===== src/mpsp_pkg.sv =====
// Shared types, codes and constants of the PUBLISH stream parser.
package mpsp_pkg;

  localparam int TOPIC_DEPTH_DEF   = 64;
  localparam int PAYLOAD_DEPTH_DEF = 256;
  localparam int OUT_DEPTH         = 4;

  localparam logic [1:0] OP_RECEIVE      = 2'd0;
  localparam logic [1:0] OP_READ_TOPIC   = 2'd1;
  localparam logic [1:0] OP_READ_PAYLOAD = 2'd2;
  localparam logic [1:0] OP_CLEAR        = 2'd3;

  localparam logic [2:0] EV_END     = 3'd0;
  localparam logic [2:0] EV_STORED  = 3'd1;
  localparam logic [2:0] EV_TOPIC   = 3'd2;
  localparam logic [2:0] EV_TOOLONG = 3'd3;
  localparam logic [2:0] EV_STOP    = 3'd4;
  localparam logic [2:0] EV_READ    = 3'd5;
  localparam logic [2:0] EV_CLEARED = 3'd6;

  localparam logic [7:0] TYPE_MASK    = 8'hF0;
  localparam logic [7:0] TYPE_PUBLISH = 8'h30;
  localparam logic [7:0] LEN_MASK     = 8'h7F;
  localparam logic [7:0] LEN_CONT     = 8'h80;
  localparam logic [7:0] QOS_MASK     = 8'h06;

  typedef enum logic [7:0] {
    PH_TYPE    = 8'b0000_0001,
    PH_LEN     = 8'b0000_0010,
    PH_TLEN_HI = 8'b0000_0100,
    PH_TLEN_LO = 8'b0000_1000,
    PH_TOPIC   = 8'b0001_0000,
    PH_PKTID   = 8'b0010_0000,
    PH_PAYLOAD = 8'b0100_0000,
    PH_STOPPED = 8'b1000_0000
  } phase_t;

  typedef struct packed {
    logic [2:0] ev;
    logic [7:0] read_byte;
    logic [5:0] topic_length;
    logic [7:0] payload_length;
    logic       message_pending;
    logic       buffer_done;
    logic       any_stored;
    logic [7:0] buffer_count;
  } result_t;

endpackage


===== src/mpsp_out_fifo.sv =====
// Result queue between the parser pipeline and the output stream.
module mpsp_out_fifo
  import mpsp_pkg::*;
(
  input  logic                               clk,
  input  logic                               rst,
  input  logic                               push,
  input  result_t                            push_res,
  output logic                               out_valid,
  input  logic                               out_ready,
  output result_t                            out_res,
  output logic [$clog2(OUT_DEPTH + 1) - 1:0] count
);

  localparam int AW = $clog2(OUT_DEPTH);
  localparam int CW = $clog2(OUT_DEPTH + 1);

  result_t       entries [OUT_DEPTH];
  logic [AW-1:0] wr_ptr;
  logic [AW-1:0] rd_ptr;
  logic          pop;

  assign out_valid = (count != '0);
  assign pop       = out_valid && out_ready;
  assign out_res   = entries[rd_ptr];

  always_ff @(posedge clk) begin
    if (push) begin
      entries[wr_ptr] <= push_res;
    end
  end

  always_ff @(posedge clk) begin
    if (rst) begin
      wr_ptr <= '0;
      rd_ptr <= '0;
      count  <= '0;
    end else begin
      if (push) begin
        wr_ptr <= wr_ptr + AW'(1);
      end
      if (pop) begin
        rd_ptr <= rd_ptr + AW'(1);
      end
      case ({push, pop})
        2'b10:   count <= count + CW'(1);
        2'b01:   count <= count - CW'(1);
        default: count <= count;
      endcase
    end
  end

endmodule


===== config.mk =====
export PLATFORM = sky130hd
export DESIGN_NAME = mpsp_out_fifo
export DESIGN_NICKNAME = d
export VERILOG_FILES = /design/src/mpsp_pkg.sv /design/src/mpsp_out_fifo.sv
export SDC_FILE = /design/constraint.sdc
export NUM_CORES = 1
export LEC_CHECK = 0
export ABC_CLOCK_PERIOD_IN_PS = 3130
export BUFFER_PORTS_ARGS = -buffer_cell sky130_fd_sc_hd__buf_2
export CORE_MARGIN = 3
export CORE_UTILIZATION = 50
export CTS_BUF_LIST = sky130_fd_sc_hd__clkbuf_4 sky130_fd_sc_hd__clkbuf_8
export DETAILED_ROUTE_END_ITERATION = 6
export PLACE_DENSITY = 0.71
export SLEW_MARGIN = 20
export SYNTH_ARGS = -nofsm -noshare
export SYNTH_HDL_FRONTEND = slang
export SYNTH_SLANG_ARGS = --single-unit

===== constraint.sdc =====
create_clock -name clk -period 3.13 [get_ports clk]
set_input_delay 0.4695 -clock clk [delete_from_list [all_inputs] [get_ports clk]]
set_output_delay 0.4695 -clock clk [all_outputs]
set_load 0.01 [all_outputs]

==> results.md <==
- Status: finished, final reports clean
- # diodes: 0
- Register clock-pin slew on the reported worst setup and hold paths: 0.09 ns
- Routability cong.: 0.677
- Ys Warns: 0
- Clock latency on the worst-skew pair: 0.42 ns
- Mapped Nets: 281
- Die area: 0.0127 mm2
- HP Class: in -> reg
- Io pins: 80
- Core area: 0.0110 mm2
- Buffer depth of the longest clock path: 2
- Critical path peak fanout: 24
- Final Cycle Share: 82.4%
- CP startpoint kind: flip-flop
- Wire per inst: 19.0 um
- Die X: 113 um
- Hold Buf Count CTS: 0
- Total grt overflow: 0
- Drt total wl: 9170 um
- Crit-path max cell delay: 0.63 ns
- Fin nets: 375
- Post-synth ARST share: 0%
- Worst VDD drop: 0.372 mV
- PD cells: 727 mW/mm2
- Post-CTS Setup Inserts: 0
- Synth top cells by count: 144 x edfxtp_1, 30 x mux4_2, 9 x dfxtp_1
- Hold Violations, Final: 0
- Post-CTS Resized: 0
- DR vias/cell: 5.34
- Worst Path Required: 2.66 ns
- Drt drc: 0
- Max-cap violations: 0
- Yosys top cell area share: 76.0%
- Row count: 38
- Tmin final: 2.58 ns
- Post-synth EDFFs: 144
- I/O Buffers: 79
- Synth area leader: edfxtp_1
- Lkg Pwr: 2.27 nW
- CTS Buf Count: 17
- CTS root buf: clkbuf_8
- Iteration-0 DRC Markers: 182
- Synthesized area: 0.00569 mm2
- FF+latch count, synth: 153
- Largest delay share family, worst path: flip-flops
- Pin count of the biggest net entering global routing: 37
- TritonCTS clock tree: done
- RSZ-0062 raised after global routing: false
- H-Tree Depth: 4
- Fraction of layout cells with a size suffix above 1: 43.6%
- Mapped Avg Cell Area: 24.2 um2
- First-pass GRT wire length: 14600 um
- Top-count cell post-synth: edfxtp_1
- Worst setup path class: reg -> out
- Drt pass-1 iters: 4
- Synthesized netlist cell count: 235
- Pwr Total: 0.00483 W
- Util after Layout: 60.4%
- Grt met2 use: 24.5%
- Register area share after synthesis: 79.1%
- # fillers: 776
- Critical-path cell list: buf_12, mux4_1, buf_2
- Worst-Margin Slew: 0.975 ns
- Total GRT Usage: 15.6%
- Final instance area: 0.00663 mm2
- GR peak layer: met2
- Max-slew violations: 0
- Crit-path slowest cell: dfxtp_2
- GRT met3 Usage: 5.19%
- CTS Sinks: 153
- Antenna Nets Post-Route: 0
- Worst setup EP type: primary output
- CP bufs+invs: 2
- Maximum clock frequency: 388 MHz
- Area Growth Syn to Fin: 16.6%
- Final HPWL DP: 5700 um
- Synth cell types: 22
- Setup TNS: 0 ns
- Met1 Use GR: 21.0%
- Critical path arrival: 2.11 ns
- Top FF cell, synth: edfxtp_1
- Cell Area, Placed: 0.00622 mm2
- Final Skew: 0.00657 ns
- Vias in the first global route: 2679
- Starting Density: 51.8%
- Initial antenna violation count: 1
- Detailed-route via count: 2572
- Headroom to the max-slew limit: 35.0%
- DIE HEIGHT: 113 um
- Synth top area cells: edfxtp_1 76%, mux4_2 12%, dfxtp_1 3.2%, mux4_1 2.8%, ha_1 1.1%
- Final Setup Violations: 0
==> metal layers <==
layer  part of all wire (%)  up-vias
met4                    1.1        2
met2                     50       73
li1                       -     1169
met3                    6.6       11
met1                     42     1317
met5                   0.19        -
==> where the power goes <==
part           total [W]  internal (W)  switching, W  leakage, nW
registers        0.00246       0.00236     0.0000922         1.40
clock network    0.00150      0.000791      0.000713        0.203
logic           0.000866      0.000457      0.000410        0.672
total            0.00483       0.00361       0.00121         2.27
==> worst reg2reg max path: stages (launching register included) <==
cell     delay [ns]
dfxtp_1        0.42
o31a_1         0.21
ha_1           0.20
inv_1          0.06
fa_1           0.38
xor2_1         0.16
or3_1          0.30
a21oi_1        0.15
==> cell type report <==
type	count	area, um2	share of cell area, %
Sequential cell	153	4510	67.9
Multi-Input combinational cell	67	1070	16.2
Tap cell	140	175	2.64
Clock inverter	15	175	2.64
Clock buffer	17	234	3.53
Timing Repair Buffer	84	445	6.71
Inverter	6	22.5	0.339
==> logic make-up after synthesis <==
| group | count (synthesis) | share of synthesized area, % |
|---|---|---|
| xor+xnor | 5 | 0.770 |
| buf+inv | 15 | 2.07 |
| flops | 153 | 79.1 |
| simple gates | 14 | 1.19 |
| mux | 37 | 14.8 |
| fa+ha+maj | 6 | 1.45 |
| compound gates | 5 | 0.572 |
==> final timing paths <==
path               start             to  slack (ns)  cells past startpoint
max reg2reg     count[0]       count[2]        1.20                      7
min          push_res[3]  entries[1][3]        0.26                      1
min reg2reg    rd_ptr[1]      flip-flop        0.53                      2
max            flip-flop    out_res[35]        0.55                      3
==> cell usage in the layout (no fill, tap or decap), types with 2 or more instances in the layout <==
cell type | synthesis | final
clkbuf_8 | 0 | 17
inv_6 | 0 | 3
clkinv_1 | 0 | 3
dfxtp_2 | 0 | 2
clkinv_4 | 0 | 4
ha_1 | 5 | 5
edfxtp_1 | 144 | 144
dfxtp_1 | 9 | 7
xnor2_1 | 2 | 2
xor2_1 | 3 | 3
bufinv_16 | 0 | 3
and2_2 | 0 | 4
mux4_2 | 30 | 30
buf_4 | 0 | 4
inv_1 | 6 | 6
a21oi_1 | 2 | 2
nor2_1 | 8 | 8
or3_1 | 2 | 2
buf_2 | 3 | 79
mux4_1 | 6 | 6
==> state kept, by name (all words and copies together) (netlist names), named ones only <==
register  flops
count         3
rd_ptr        2
wr_ptr        2
entries     144
==> through the flow <==
stage	hold slack, ns	std cells	setup slack (ns)
global route	0.227	482	0.399
finish	0.257	482	0.550
floorplan	0.485	235	1.29
CTS	0.223	482	0.471
detailed placement	0.523	450	0.929
global placement	0.504	450	0.928
(Power assumes the default switching activity.)
